===== src/rtl/bitmap_zone_allocator_defines.svh =====
// Assertion macros for the bitmap zone allocator.
`ifndef BITMAP_ZONE_ALLOCATOR_DEFINES_SVH
`define BITMAP_ZONE_ALLOCATOR_DEFINES_SVH

// Same-cycle implication, checked at every rising edge out of reset.
`define BZA_ASSERT_NOW(label, clk, rst, ante, cons, msg) \
   label: assert property (@(posedge clk) disable iff (rst) (ante) |-> (cons)) \
      else $error(msg);

// Next-cycle implication.
`define BZA_ASSERT_NEXT(label, clk, rst, ante, cons, msg) \
   label: assert property (@(posedge clk) disable iff (rst) (ante) |=> (cons)) \
      else $error(msg);

`endif


===== src/rtl/bza_pkg.sv =====
// Package: types, codes and fixed geometry of the bitmap zone allocator.
package bza_pkg;

   localparam int WORD_BITS       = 32;
   localparam int BLOCK_BITS_LOG2 = 13;
   localparam int WORDS_PER_BLOCK = (1 << BLOCK_BITS_LOG2) / WORD_BITS;
   localparam int WIDX_W          = $clog2(WORDS_PER_BLOCK);
   localparam int POS_W           = $clog2(WORD_BITS);

   localparam int BIT_W          = 16;
   localparam int WORD_INDEX_W   = 11;
   localparam int DATA_W         = 32;
   localparam int TOTAL_W        = 17;
   localparam int MAPBLK_W       = 4;
   localparam int FIRST_W        = 16;
   localparam int STATUS_W       = 3;
   localparam int OP_W           = 2;
   localparam int HINT_BLK_W     = BIT_W - BLOCK_BITS_LOG2;
   localparam int WIDX_HI_W      = WORD_INDEX_W - WIDX_W;

   localparam int CSR_INDEX_W = 2;
   localparam int CSR_DATA_W  = TOTAL_W;

   localparam logic [CSR_INDEX_W-1:0] CSR_TOTAL_BITS     = 2'd0;
   localparam logic [CSR_INDEX_W-1:0] CSR_MAP_BLOCKS     = 2'd1;
   localparam logic [CSR_INDEX_W-1:0] CSR_FIRST_DATA_BIT = 2'd2;

   localparam logic [OP_W-1:0] OP_ALLOC = 2'd0;
   localparam logic [OP_W-1:0] OP_FREE  = 2'd1;
   localparam logic [OP_W-1:0] OP_LOAD  = 2'd2;
   localparam logic [OP_W-1:0] OP_READ  = 2'd3;

   localparam logic [STATUS_W-1:0] STATUS_OK        = 3'd0;
   localparam logic [STATUS_W-1:0] STATUS_NO_SPACE  = 3'd1;
   localparam logic [STATUS_W-1:0] STATUS_FREE_FREE = 3'd2;
   localparam logic [STATUS_W-1:0] STATUS_INVALID   = 3'd3;
   localparam logic [STATUS_W-1:0] STATUS_IGNORED   = 3'd4;

   typedef struct packed {
      logic [OP_W-1:0]         operation;
      logic [BIT_W-1:0]        bit_index;
      logic [WORD_INDEX_W-1:0] word_index;
      logic [DATA_W-1:0]       word_data;
   } req_type;

   typedef struct packed {
      logic [STATUS_W-1:0] status;
      logic [BIT_W-1:0]    bit_number;
      logic [DATA_W-1:0]   read_data;
      logic                block_dirty;
   } rsp_type;

   typedef enum logic [1:0] {
      S_IDLE,
      S_SCAN,
      S_FREE,
      S_READ
   } state_type;

   // Verdict of the word evaluator on one map word.
   typedef struct packed {
      logic             full;
      logic             beyond;
      logic             below;
      logic [BIT_W-1:0] bit_number;
      logic [POS_W-1:0] pos;
   } scan_result_type;

endpackage


===== src/rtl/bza_word_scan.sv =====
// Word evaluator: lowest clear bit of a map word and its range checks.
module bza_word_scan #(
   parameter int BLK_W = 3
) (
   input  logic [bza_pkg::WORD_BITS-1:0] word,
   input  logic [BLK_W-1:0]              blk,
   input  logic [bza_pkg::WIDX_W-1:0]    widx,
   input  logic [bza_pkg::TOTAL_W-1:0]   total_bits,
   input  logic [bza_pkg::FIRST_W-1:0]   first_data_bit,
   output bza_pkg::scan_result_type      result
);
   import bza_pkg::*;

   localparam int RAW_W = BLK_W + BLOCK_BITS_LOG2;
   localparam int A_W   = (RAW_W > TOTAL_W) ? RAW_W : TOTAL_W;

   logic [POS_W-1:0] pos;
   logic [RAW_W-1:0] a_raw;
   logic [A_W-1:0]   a;

   // lowest clear bit wins
   always_comb begin
      pos = '0;
      for (int i = WORD_BITS - 1; i >= 0; i--) begin
         if (!word[i]) begin
            pos = POS_W'(i);
         end
      end
   end

   assign a_raw = {blk, widx, pos};
   assign a     = A_W'(a_raw);

   assign result.full       = &word;
   assign result.beyond     = a >= A_W'(total_bits);
   assign result.below      = a < A_W'(first_data_bit);
   assign result.bit_number = a[BIT_W-1:0];
   assign result.pos        = pos;

endmodule


===== config.mk =====
export PLATFORM = sky130hd
export DESIGN_NAME = bza_word_scan
export DESIGN_NICKNAME = d
export VERILOG_FILES = /design/src/rtl/bitmap_zone_allocator_defines.svh /design/src/rtl/bza_pkg.sv /design/src/rtl/bza_word_scan.sv
export SDC_FILE = /design/constraint.sdc
export NUM_CORES = 1
export LEC_CHECK = 0
export BUFFER_PORTS_ARGS = -buffer_cell sky130_fd_sc_hd__buf_2
export CORE_MARGIN = 3
export CORE_UTILIZATION = 43
export DETAILED_ROUTE_END_ITERATION = 16
export GPL_TIMING_DRIVEN = 0
export PLACE_DENSITY_LB_ADDON = 0.1
export SLEW_MARGIN = 40
export SYNTH_ARGS = -nofsm -noshare
export SYNTH_HDL_FRONTEND = slang
export SYNTH_SLANG_ARGS = --single-unit

===== constraint.sdc =====
create_clock -name vclk -period 2.2
set_input_delay 0.11 -clock vclk [all_inputs]
set_output_delay 0.11 -clock vclk [all_outputs]
set_load 0.02 [all_outputs]

Word-level counts from Yosys, hierarchy flattened

Index checks and enable logic that the tools add are counted.

Register bits: 0
Bits in latches: 0
Memory bits (writable): 0
ROM bits: 0
Input bits: 76
Output and inout port bits: 24
Logic and storage cells: 35
Memories kept: 0

$add $sub $neg: 0
Multiply operators: 0
Div/mod/pow operators: 0
$lt $le $gt $ge: 2
Eq/ne operators: 0
Shifts and indexed selects: 0
Multiplexer cells: 32
Bitwise gates (word level): 0
Reductions and logical operators: 1

Operators by type and width:

| cell              | number |
|---|---|
| $mux 5            | 32 |
| $reduce_and 32->1 | 1 |
| $ge 16x17->1      | 1 |
| $lt 16x16->1      | 1 |

Depth between registers and ports, before layout

Gate-level depths: netlist of the first run.

Depth in word-level cells: 33
Mapped depth: 11
Depth with buffers taken out: 11

Least setup slack after synthesis of the first run

OpenSTA, ideal clock, no wires.

Path type: input to output
Start point: input word[30] (netlist name)
End point: output result[22] (netlist name)
Arrival: 2.294 ns
Slack: -0.204 ns
Stages on the path: 11
Cell sequence: nand2_1 -> a31oi_1 -> o211ai_1 -> a311o_1 -> a32o_1 -> ha_1 -> nand3_1 -> nor4b_1 -> a21o_1 -> a2111oi_2 -> a21oi_1

RTL lines:

| item            | line                | text |
|---|---|---|
| start, declared | bza_word_scan.sv:5  | `input logic [bza_pkg::WORD_BITS-1:0] word,` |
| end, declared   | bza_word_scan.sv:10 | `output bza_pkg::scan_result_type result` |

==> PnR_summary.wiki, run 1 <==
{| class="wikitable"
! Metric !! Value
|-
| Register area || 0 um2
|-
| Post-route worst hold slack || around 0.55 ns
|-
| Routed wl met2 || 1730 um
|-
| Wire length on met3 || between 200 and 300 um
|-
| Outcome || complete, but fails checks
|-
| Met1 wire length || approximately 1900 um
|-
| Detailed-route via count || about 1700
|-
| HPWL after detailed placement || 3320 um
|-
| Critical Path End Type || primary output
|-
| Gate count of the mapped netlist || between 200 and 250
|-
| Cell count after placement || approximately 330
|-
| Height of the die || ~62 um
|-
| Crit path launch type || input pin
|-
| Worst Slack Setup Final || -0.109 ns
|-
| Number of global-route vias before repair || 1398
|-
| Setup total negative slack || -0.109 ns
|-
| Static Leak || around 0.0012 uW
|-
| Number of clock buffers in the layout || 0
|-
| Worst hold path type || input pin to primary output
|-
| Die area || approximately 3800 um2
|-
| Top fanout value on the critical path || 3
|-
| Final setup violation count || 1
|-
| Final routed wire length divided by cell count || between 10 and 15 um
|-
| Top cells by area, synth || ha_1, inv_1, buf_4
|-
| Die span in x || 61.6 um
|-
| Synth Area in Compound Gates || between 20% and 30%
|-
| Post-synthesis share of cell area spent on xor and xnor gates || 0%
|-
| Highest metal layer with signal wires || met3
|-
| Most area-hungry cell type in the Yosys netlist || ha_1
|-
| Highest clock frequency the design can meet || about 430 MHz
|-
| IO Pins || 100
|-
| Number of nets in the final layout || 416
|-
| Sequential area share after synthesis || 0%
|-
| End point of the critical path || result[22]
|-
| Final min period || ~2.3 ns
|-
| Final Instance Count excl. Fillers || ~340
|-
| Mapped cell area || approximately 1300 um2
|-
| Synth Area in Adders || 29.2%
|-
| Type of the setup path with the least slack || input pin to primary output
|-
| Final ANT Viol Nets || 0
|-
| Share of synthesized area spent on multiplexers || 0%
|-
| Synth Warn # || 0
|-
| Residual DRC || 0
|-
| Required time of the critical path || 2.09 ns
|-
| Layout cell share with drive strength beyond 1 || a little under half
|-
| Endpoints failing hold || 0
|-
| Fraction of post-synthesis cell area in the top cell type by area || between 20 and 30%
|-
| Footprint of the multi-input gates || 1180 um2
|-
| Relative area change from synthesis to final layout || 53.3%
|-
| Mapped Avg Cell Area || between 6 and 7 um2
|-
| Dominant combinational cell family by area after synthesis || adder cells
|-
| Placeable core region || 2850 um2
|-
| RSZ-0062 raised after global routing || yes
|-
| Max_slew headroom || about four fifths
|-
| Setup crit start || word[30]
|-
| FILL cells || 270
|-
| Max-slew violation count || 0
|-
| 1st-iter DRT viols || 25
|-
| Count of inserted antenna diode cells || 0
|-
| Seq Cell Count || 0
|-
| Site Rows || 19
|-
| Power density cells || approximately 170 nW/um2
|-
| Grt ovf || 0
|-
| Maximum resistive drop on vdd || 0.0925 mV
|-
| Simple-gate portion of the synthesized area || between 20% and 30%
|-
| Final worst path period share || 105%
|-
| Post-synthesis cell type count || 32
|-
| Number of I/O port buffers || 100
|-
| Total wirelength of the detailed-routed design || approximately 3900 um
|-
| RD Place Congestion || 0.793
|-
| Utilization after layout || 71.3%
|-
| Global-route usage over all layers || roughly a fifth
|-
| Global-route wire length before repair || around 5800 um
|-
| Detailed-route vias per instance || 4.98
|-
| Post-synth net total || slightly above 300
|-
| Length of the first detailed-routing pass in iterations || 4
|-
| Initial core utilization || 46.5%
|-
| Transition at the pin with the smallest max-transition slack || roughly 0.3 ns
|-
| MaxCap Viol Count || 0
|-
| WP data arrival || roughly 2.2 ns
|-
| Failing checks || setup timing
|-
| Initial antenna violation count || 0
|-
| Number of hold-repair buffers added at the cts stage || 0
|-
| Largest net degree at the start of global routing || 6
|}
## placed cells by master (no fill, tap or decap), types with 2 or more instances in the layout
cell type,Yosys,final
buf_2,0,97
inv_1,39,39
ha_1,31,29
buf_4,16,22
nand2_1,20,20
nor2_1,13,11
a21oi_1,13,10
nand4_1,10,10
nand3_1,7,6
o21ai_0,11,6
a21o_1,4,4
a21oi_2,0,3
o21a_1,3,3
o21ai_1,0,3
nor4_1,2,2
nor2_2,0,2
and2_1,2,2
and3_1,2,2
nand2b_1,2,2
nand3_2,1,2
o221ai_2,0,2
a211o_1,2,2
o221ai_1,4,2
o21ai_2,0,2
a211oi_1,3,2
buf_6,0,2
## power by group
group	internal [uW]	switching, uW
sequential	0	0
combinational	173	181
clock	0	0
## synth_stat cells (3+ instances only)
master / count
a211oi_1: 3
a21o_1: 4
a21oi_1: 13
a31oi_1: 3
buf_4: 16
ha_1: 31
inv_1: 39
nand2_1: 20
nand3_1: 7
nand4_1: 10
nor2_1: 13
o21a_1: 3
o21ai_0: 11
o221ai_1: 4
## through the flow
| stage | cell area (um2) | power [uW] | setup slack, ns |
|---|---|---|---|
| finish | 2030 | 354 | -0.109 |
| global route | 2030 | 397 | -0.240 |
| CTS | 1980 | 343 | -0.192 |
| detailed placement | 1910 | 320 | -0.240 |
| global placement | 1910 | 316 | -0.252 |
| floorplan | 1370 | 185 | 0.00357 |
## what timing repair did
item | CTS | global route
endpoints found under the setup margin | 2 | 2
endpoints found under the hold margin | 0 | 0
resized for setup | 13 | 12
buffers inserted | 3 | 2
pin swaps | 15 | 11
## layout make-up
cell class         count  share of cell area [%]
inverters             39                    7.20
well taps             31                    1.91
multi-input cells    147                    57.8
repair buffers       105                    27.2
plain buffers         16                    5.90
## critical path, cell delays in order
cell       delay (ns)
buf_2            0.10
nand2_1          0.05
a31oi_1          0.16
o211ai_1         0.10
a311o_1          0.29
a32o_2           0.27
ha_4             0.28
nand3_2          0.07
nor4b_2          0.25
a21o_1           0.22
a2111oi_4        0.05
a21oi_2          0.13
buf_6            0.13
## routing by layer
layer  GRT usage [%]  up-vias
met4           0.606        0
met5               0        -
met3           0.419        0
li1                -      914
met2            32.6       56
met1            28.1      712
## worst min path at each step
stage	from	endpoint	depth (start not counted)	slack, ns
after global routing	widx[0]	result[10]	3	0.59
after floorplan	widx[0]	result[10]	1	0.33
after CTS	total_bits[16]	result[22]	5	0.56
after detailed placement	widx[0]	result[10]	3	0.56
final	total_bits[16]	result[22]	5	0.55
after global placement	widx[2]	result[12]	3	0.56
## logic make-up after synthesis
logic type	count (synthesis)
AND/OR/NAND/NOR	65
buffers and inverters	55
AO/OA/AOI/OAI	51
adder cells (fa/ha/maj)	31
(Power assumes the default switching activity.)
==> run 2, diff against run 1 <==
- GPL_TIMING_DRIVEN: 0 -> not set
==> run 2 against run 1 <==
Net effect:
- final cell count fell by 0.89%
- worst setup slack got worse by 0.011 ns
- highest routed layer is now met4
- critical path depth did not move
- the flow still finishes with violations (setup timing)
- via count rose by 0.59%
- first-iteration DRC count rose by 16%
- largest power group unchanged
- flip-flop and latch count did not move
- die area did not move
==> PnR_summary.wiki, run 2 (synthesized netlist as in run 1, its figures left out) <==
{| class="wikitable"
! Metric !! Value
|-
| WP data arrival || 2.21 ns (was 2.20 ns)
|-
| Register area || 0 um2 (unchanged)
|-
| Top fanout value on the critical path || 3 (unchanged)
|-
| Length of the first detailed-routing pass in iterations || 4 (unchanged)
|-
| Number of I/O port buffers || 100 (unchanged)
|-
| Final ANT Viol Nets || 0 (unchanged)
|-
| Worst Slack Setup Final || -0.120 ns (was -0.109 ns)
|-
| Endpoints failing hold || 0 (unchanged)
|-
| Type of the setup path with the least slack || input pin to primary output (unchanged)
|-
| Seq Cell Count || 0 (unchanged)
|-
| Cells along the critical path || buf_6 -> and2b_2 -> o221ai_2 -> a211o_1 -> a21oi_2 -> o21ai_2 -> ha_1 -> nand3_1 -> nor4b_2 -> a21o_1 -> a2111oi_4 -> a21oi_2 -> buf_6 (was buf_2 -> nand2_1 -> a31oi_1 -> o211ai_1 -> a311o_1 -> a32o_2 -> ha_4 -> nand3_2 -> nor4b_2 -> a21o_1 -> a2111oi_4 -> a21oi_2 -> buf_6)
|-
| Critical Path End Type || primary output (unchanged)
|-
| Grt ovf || 0 (unchanged)
|-
| Die area || 3790 um2 (unchanged)
|-
| Number of hold-repair buffers added at the cts stage || 0 (unchanged)
|-
| Cell family with the largest share of critical-path delay || compound AO/OA/AOI/OAI gates (unchanged)
|-
| Maximum resistive drop on vdd || 0.0993 mV (was 0.0925 mV)
|-
| Outcome || complete, but fails checks (unchanged)
|-
| Final routed wire length divided by cell count || 11.7 um (was 11.4 um)
|-
| Total non-filler cell area in the finished layout || 2030 um2 (about the same)
|-
| Number of nets in the final layout || 413 (was 416)
|-
| 1st-iter DRT viols || 29 (was 25)
|-
| Number of global-route vias before repair || 1468 (was 1398)
|-
| Critical path buffer and inverter count || 2 (unchanged)
|-
| Relative area change from synthesis to final layout || 52.7% (was 53.3%)
|-
| Total wirelength of the detailed-routed design || 3910 um (was 3860 um)
|-
| RD Place Congestion || 0.823 (was 0.793)
|-
| Crit path launch type || input pin (unchanged)
|-
| Final worst path period share || 105% (about the same)
|-
| RSZ-0062 raised after global routing || yes (unchanged)
|-
| Transition at the pin with the smallest max-transition slack || 0.417 ns (was 0.303 ns)
|-
| Largest net degree at the start of global routing || 6 (unchanged)
|-
| Instance area at placement || 1910 um2 (about the same)
|-
| MaxCap Viol Count || 0 (unchanged)
|-
| Final min period || 2.32 ns (was 2.31 ns)
|-
| Site Rows || 19 (unchanged)
|-
| Commonest cells after routing, fill and taps aside || buf_2, inv_1, ha_1 (unchanged)
|-
| FILL cells || 263 (was 270)
|-
| Placeable core region || 2850 um2 (unchanged)
|-
| Number of clock buffers in the layout || 0 (unchanged)
|-
| Global-route wire length before repair || 5990 um (was 5770 um)
|-
| IO Pins || 100 (unchanged)
|-
| Static Leak || 0.00120 uW (was 0.00121 uW)
|-
| Global-route usage over all layers || 19.9% (was 19.1%)
|-
| Final setup violation count || 2 (was 1)
|-
| Initial antenna violation count || 0 (unchanged)
|-
| Utilization after layout || 71.1% (was 71.3%)
|-
| Slowest stage cell, crit path || a211o_1 (was a311o_1)
|-
| Failing checks || setup timing (unchanged)
|-
| HPWL after detailed placement || 3390 um (was 3320 um)
|-
| Required time of the critical path || 2.09 ns (about the same)
|-
| Die span in x || 61.6 um (unchanged)
|-
| Detailed-route vias per instance || 5.05 (was 4.98)
|-
| Max-slew violation count || 0 (unchanged)
|-
| Worst hold path type || input pin to primary output (unchanged)
|-
| Most frequent standard cell in the layout excluding fill and tap cells || buf_2 (unchanged)
|-
| Max_slew headroom || 72.2% (was 79.8%)
|-
| Detailed-route via count || 1692 (was 1682)
|-
| Residual DRC || 0 (unchanged)
|-
| Power density cells || 172 nW/um2 (was 174 nW/um2)
|-
| Largest stage delay on the critical path || 0.30 ns (was 0.29 ns)
|-
| Highest clock frequency the design can meet || 431 MHz (was 433 MHz)
|-
| Initial core utilization || 46.5% (unchanged)
|-
| Layout cell share with drive strength beyond 1 || 45.7% (was 46.9%)
|-
| Count of inserted antenna diode cells || 0 (unchanged)
|-
| Height of the die || 61.6 um (unchanged)
|}
==> run 2: power breakdown <==
group | switching (uW) | total, uW | internal, uW
sequential | 0 | 0 | 0
clock | 0 | 0 | 0
combinational | 177 | 349 | 172
==> run 2: worst paths after layout <==
kind / startpoint / to / cells after the start
max: word[31] / result[22] / 13
min: widx[2] / result[12] / 2
==> run 2: timing repair <==
| item | 4_1_cts | 5_1_grt |
|---|---|---|
| setup endpoints to repair | 2 | 2 |
| setup buffers | 1 | 0 |
| pin swaps | 16 | 3 |
| gates resized for setup | 21 | 6 |
==> run 2: cell type report <==
| class | instances | area [um2] | area share [%] |
|---|---|---|---|
| inverter | 39 | 146 | 7.22 |
| timing repair buffer | 118 | 686 | 33.8 |
| multi-input combinational | 147 | 1160 | 57.0 |
| tap | 31 | 38.8 | 1.91 |
==> run 2: per-layer routing <==
metal | vias up | part of all wire [%] | GRT usage (%)
li1 | 906 | - | -
met4 | 0 | 0.49 | 0.909
met2 | 56 | 47 | 35.4
met3 | 2 | 6.4 | 1.05
met1 | 728 | 46 | 27.6
met5 | - | 0 | 0
==> run 2: stage by stage <==
step	setup slack, ns	total power [uW]	hold WS (ns)	TNS [ns]	std cells
6_report	-0.120	349	0.478	-0.130	335
5_1_grt	-0.306	394	0.499	-0.402	335
4_1_cts	-0.130	345	0.481	-0.144	335
3_5_place_dp	-0.221	319	0.481	-0.420	334
3_3_place_gp	-0.191	316	0.477	-0.330	334
2_1_floorplan	0.00357	185	0.333	0	202
==> run 3, diff against run 2 <==
- CORE_ASPECT_RATIO: not set -> 1.75
==> run 3 against run 2 <==
Net effect:
- the flow still finishes with violations (setup timing)
- total power grew 11%
- core utilization grew 3.9 points
- maximum frequency shrank 3.5%
- non-clock buffer count grew 18
- sequential share of layout area is the same
- combinational power grew 11%
- largest power group unchanged
- highest routed layer unchanged
==> PnR_summary.wiki, run 3 (synthesized netlist as in run 1, its figures left out) <==
{| class="wikitable"
! Metric !! Value
|-
| Count of inserted antenna diode cells || 0 (unchanged)
|-
| Detailed-route via count || 1895 (was 1692)
|-
| MaxCap Viol Count || 0 (unchanged)
|-
| Number of I/O port buffers || 100 (unchanged)
|-
| 1st-iter DRT viols || 27 (was 29)
|-
| RD Place Congestion || 0.844 (was 0.823)
|-
| Initial core utilization || 45.3% (was 46.5%)
|-
| Number of hold-repair buffers added at the cts stage || 0 (unchanged)
|-
| Type of the setup path with the least slack || input pin to primary output (unchanged)
|-
| Number of clock buffers in the layout || 0 (unchanged)
|-
| Hold Path Depth || 2 (unchanged)
|-
| Height of the die || 79.5 um (was 61.6 um)
|-
| Max-slew violation count || 0 (unchanged)
|-
| Final ANT Viol Nets || 0 (unchanged)
|-
| Layout cell share with drive strength beyond 1 || 48.4% (was 45.7%)
|-
| Largest stage delay on the critical path || 0.34 ns (was 0.30 ns)
|-
| Final min period || 2.40 ns (was 2.32 ns)
|-
| Commonest cells after routing, fill and taps aside || buf_2, inv_1, buf_4 (was buf_2, inv_1, ha_1)
|-
| Total wirelength of the detailed-routed design || 4640 um (was 3910 um)
|-
| Setup total negative slack || -0.396 ns (was -0.130 ns)
|-
| Routed wl met2 || 2720 um (was 1830 um)
|-
| Final setup violation count || 2 (unchanged)
|-
| Final worst path period share || 109% (was 105%)
|-
| Startpoint of the lowest-slack hold path || widx[2] (unchanged)
|-
| Slowest stage cell, crit path || a311o_1 (was a211o_1)
|-
| Top fanout value on the critical path || 3 (unchanged)
|-
| Wire length on met3 || 282 um (was 249 um)
|-
| Failing checks || setup timing (unchanged)
|-
| Number of global-route vias before repair || 1819 (was 1468)
|-
| Critical Path End Type || primary output (unchanged)
|-
| Highest metal layer with signal wires || met4 (unchanged)
|-
| Largest net degree at the start of global routing || 5 (was 6)
|-
| Sequential Power Share || 0% (about the same)
|-
| Residual DRC || 0 (unchanged)
|-
| Logic gate share of total power || 100.0% (about the same)
|-
| Power density cells || 176 nW/um2 (was 172 nW/um2)
|-
| Seq Cell Count || 0 (unchanged)
|-
| HPWL after detailed placement || 3950 um (was 3390 um)
|-
| Outcome || complete, but fails checks (unchanged)
|-
| Internal || 193 uW (was 172 uW)
|-
| Relative area change from synthesis to final layout || 65.2% (was 52.7%)
|-
| Grt ovf || 0 (unchanged)
|-
| Highest clock frequency the design can meet || 416 MHz (was 431 MHz)
|-
| Worst Slack Setup Final || -0.205 ns (was -0.120 ns)
|-
| Worst Hold Endpoint || result[12] (unchanged)
|-
| Static Leak || 0.00131 uW (was 0.00120 uW)
|-
| Final routed wire length divided by cell count || 13.2 um (was 11.7 um)
|-
| Cell count after placement || 347 (was 334)
|-
| Length of the first detailed-routing pass in iterations || 4 (unchanged)
|-
| Transition at the pin with the smallest max-transition slack || 0.357 ns (was 0.417 ns)
|-
| Utilization after layout || 74.9% (was 71.1%)
|-
| Most frequent standard cell in the layout excluding fill and tap cells || buf_2 (unchanged)
|-
| Initial antenna violation count || 0 (unchanged)
|-
| Endpoints failing hold || 0 (unchanged)
|-
| Final Instance Count excl. Fillers || 350 (was 335)
|-
| Detailed-route vias per instance || 5.41 (was 5.05)
|-
| Net switching fraction of the power || 50.2% (was 50.8%)
|-
| Register area || 0 um2 (unchanged)
|-
| Die span in x || 48 um (was 61.6 um)
|-
| Worst hold path type || input pin to primary output (unchanged)
|-
| Die area || 3820 um2 (was 3790 um2)
|-
| WP data arrival || 2.29 ns (was 2.21 ns)
|-
| Required time of the critical path || 2.09 ns (about the same)
|-
| Max_slew headroom || 76.2% (was 72.2%)
|-
| Maximum resistive drop on vdd || 0.121 mV (was 0.0993 mV)
|-
| Proportion of power drawn by the clock network || 0% (about the same)
|-
| Cells along the critical path || buf_4 -> nand2_4 -> a31oi_4 -> o211ai_1 -> a311o_1 -> a32o_2 -> buf_4 -> ha_1 -> a21o_1 -> a211oi_2 -> o221ai_2 -> a31oi_2 -> buf_4 (was buf_6 -> and2b_2 -> o221ai_2 -> a211o_1 -> a21oi_2 -> o21ai_2 -> ha_1 -> nand3_1 -> nor4b_2 -> a21o_1 -> a2111oi_4 -> a21oi_2 -> buf_6)
|-
| Switch Pwr || 194 uW (was 177 uW)
|-
| Placeable core region || 2930 um2 (was 2850 um2)
|-
| Site Rows || 26 (was 19)
|-
| Most frequent cell on the critical path || buf_4
|-
| Number of nets in the final layout || 431 (was 413)
|-
| Global-route usage over all layers || 22.8% (was 19.9%)
|-
| RSZ-0062 raised after global routing || yes (unchanged)
|-
| Pre-CTS setup slack || -0.265 ns (was -0.221 ns)
|-
| IO Pins || 100 (unchanged)
|-
| Met1 wire length || 1520 um (was 1800 um)
|-
| Global-route wire length before repair || 6720 um (was 5990 um)
|-
| Crit path launch type || input pin (unchanged)
|}
==> run 3: area by class of cell <==
type | instances | area [um2]
multi-input combinational | 147 | 1200
timing repair buffer | 136 | 813
fill | 261 | 734
inverter | 39 | 146
tap | 28 | 35.0
==> run 3: per-stage QoR <==
| stage | total power (uW) | hold slack (ns) | area [um2] |
|---|---|---|---|
| finish | 387 | 0.476 | 2190 |
| global route | 432 | 0.491 | 2190 |
| CTS | 359 | 0.482 | 2100 |
| detailed placement | 345 | 0.482 | 2030 |
| global placement | 337 | 0.480 | 2030 |
| floorplan | 185 | 0.333 | 1370 |
==> run 3: worst max path at each step <==
stage / to / from / slack [ns] / depth (start not counted)
floorplan: result[22] / word[30] / 0.004 / 11
global placement: result[22] / word[30] / -0.20 / 13
detailed placement: result[22] / word[31] / -0.26 / 13
CTS: result[22] / word[31] / -0.22 / 13
global route: result[22] / word[31] / -0.29 / 13
finish: result[21] / word[30] / -0.20 / 13
==> run 3: power by group through the flow <==
stage / clock (uW) / sequential [uW] / combinational [uW]
CTS: 0 / 0 / 359
global placement: 0 / 0 / 337
floorplan: 0 / 0 / 185
global route: 0 / 0 / 432
detailed placement: 0 / 0 / 345
finish: 0 / 0 / 387
==> run 3: metal layers <==
layer | global-route usage [%] | vias to the layer above
met3 | 1.81 | 9
met1 | 19.7 | 864
li1 | - | 948
met5 | 0 | -
met2 | 48.7 | 74
met4 | 5.12 | 0
==> run 3: what timing repair did <==
| action | CTS | global route |
|---|---|---|
| pin swaps | 15 | 13 |
| gates resized for setup | 14 | 19 |
| endpoints found under the setup margin | 2 | 2 |
| buffers inserted | 2 | 1 |
| endpoints found under the hold margin | 0 | 0 |
==> run 3: worst max-delay path: cells and delay by family <==
family	cells	cell delay (ns)
AOI/OAI and AO/OA	8	1.53
buffers and inverters	3	0.42
adders and majority gates	1	0.17
and+or+nand+nor	1	0.06
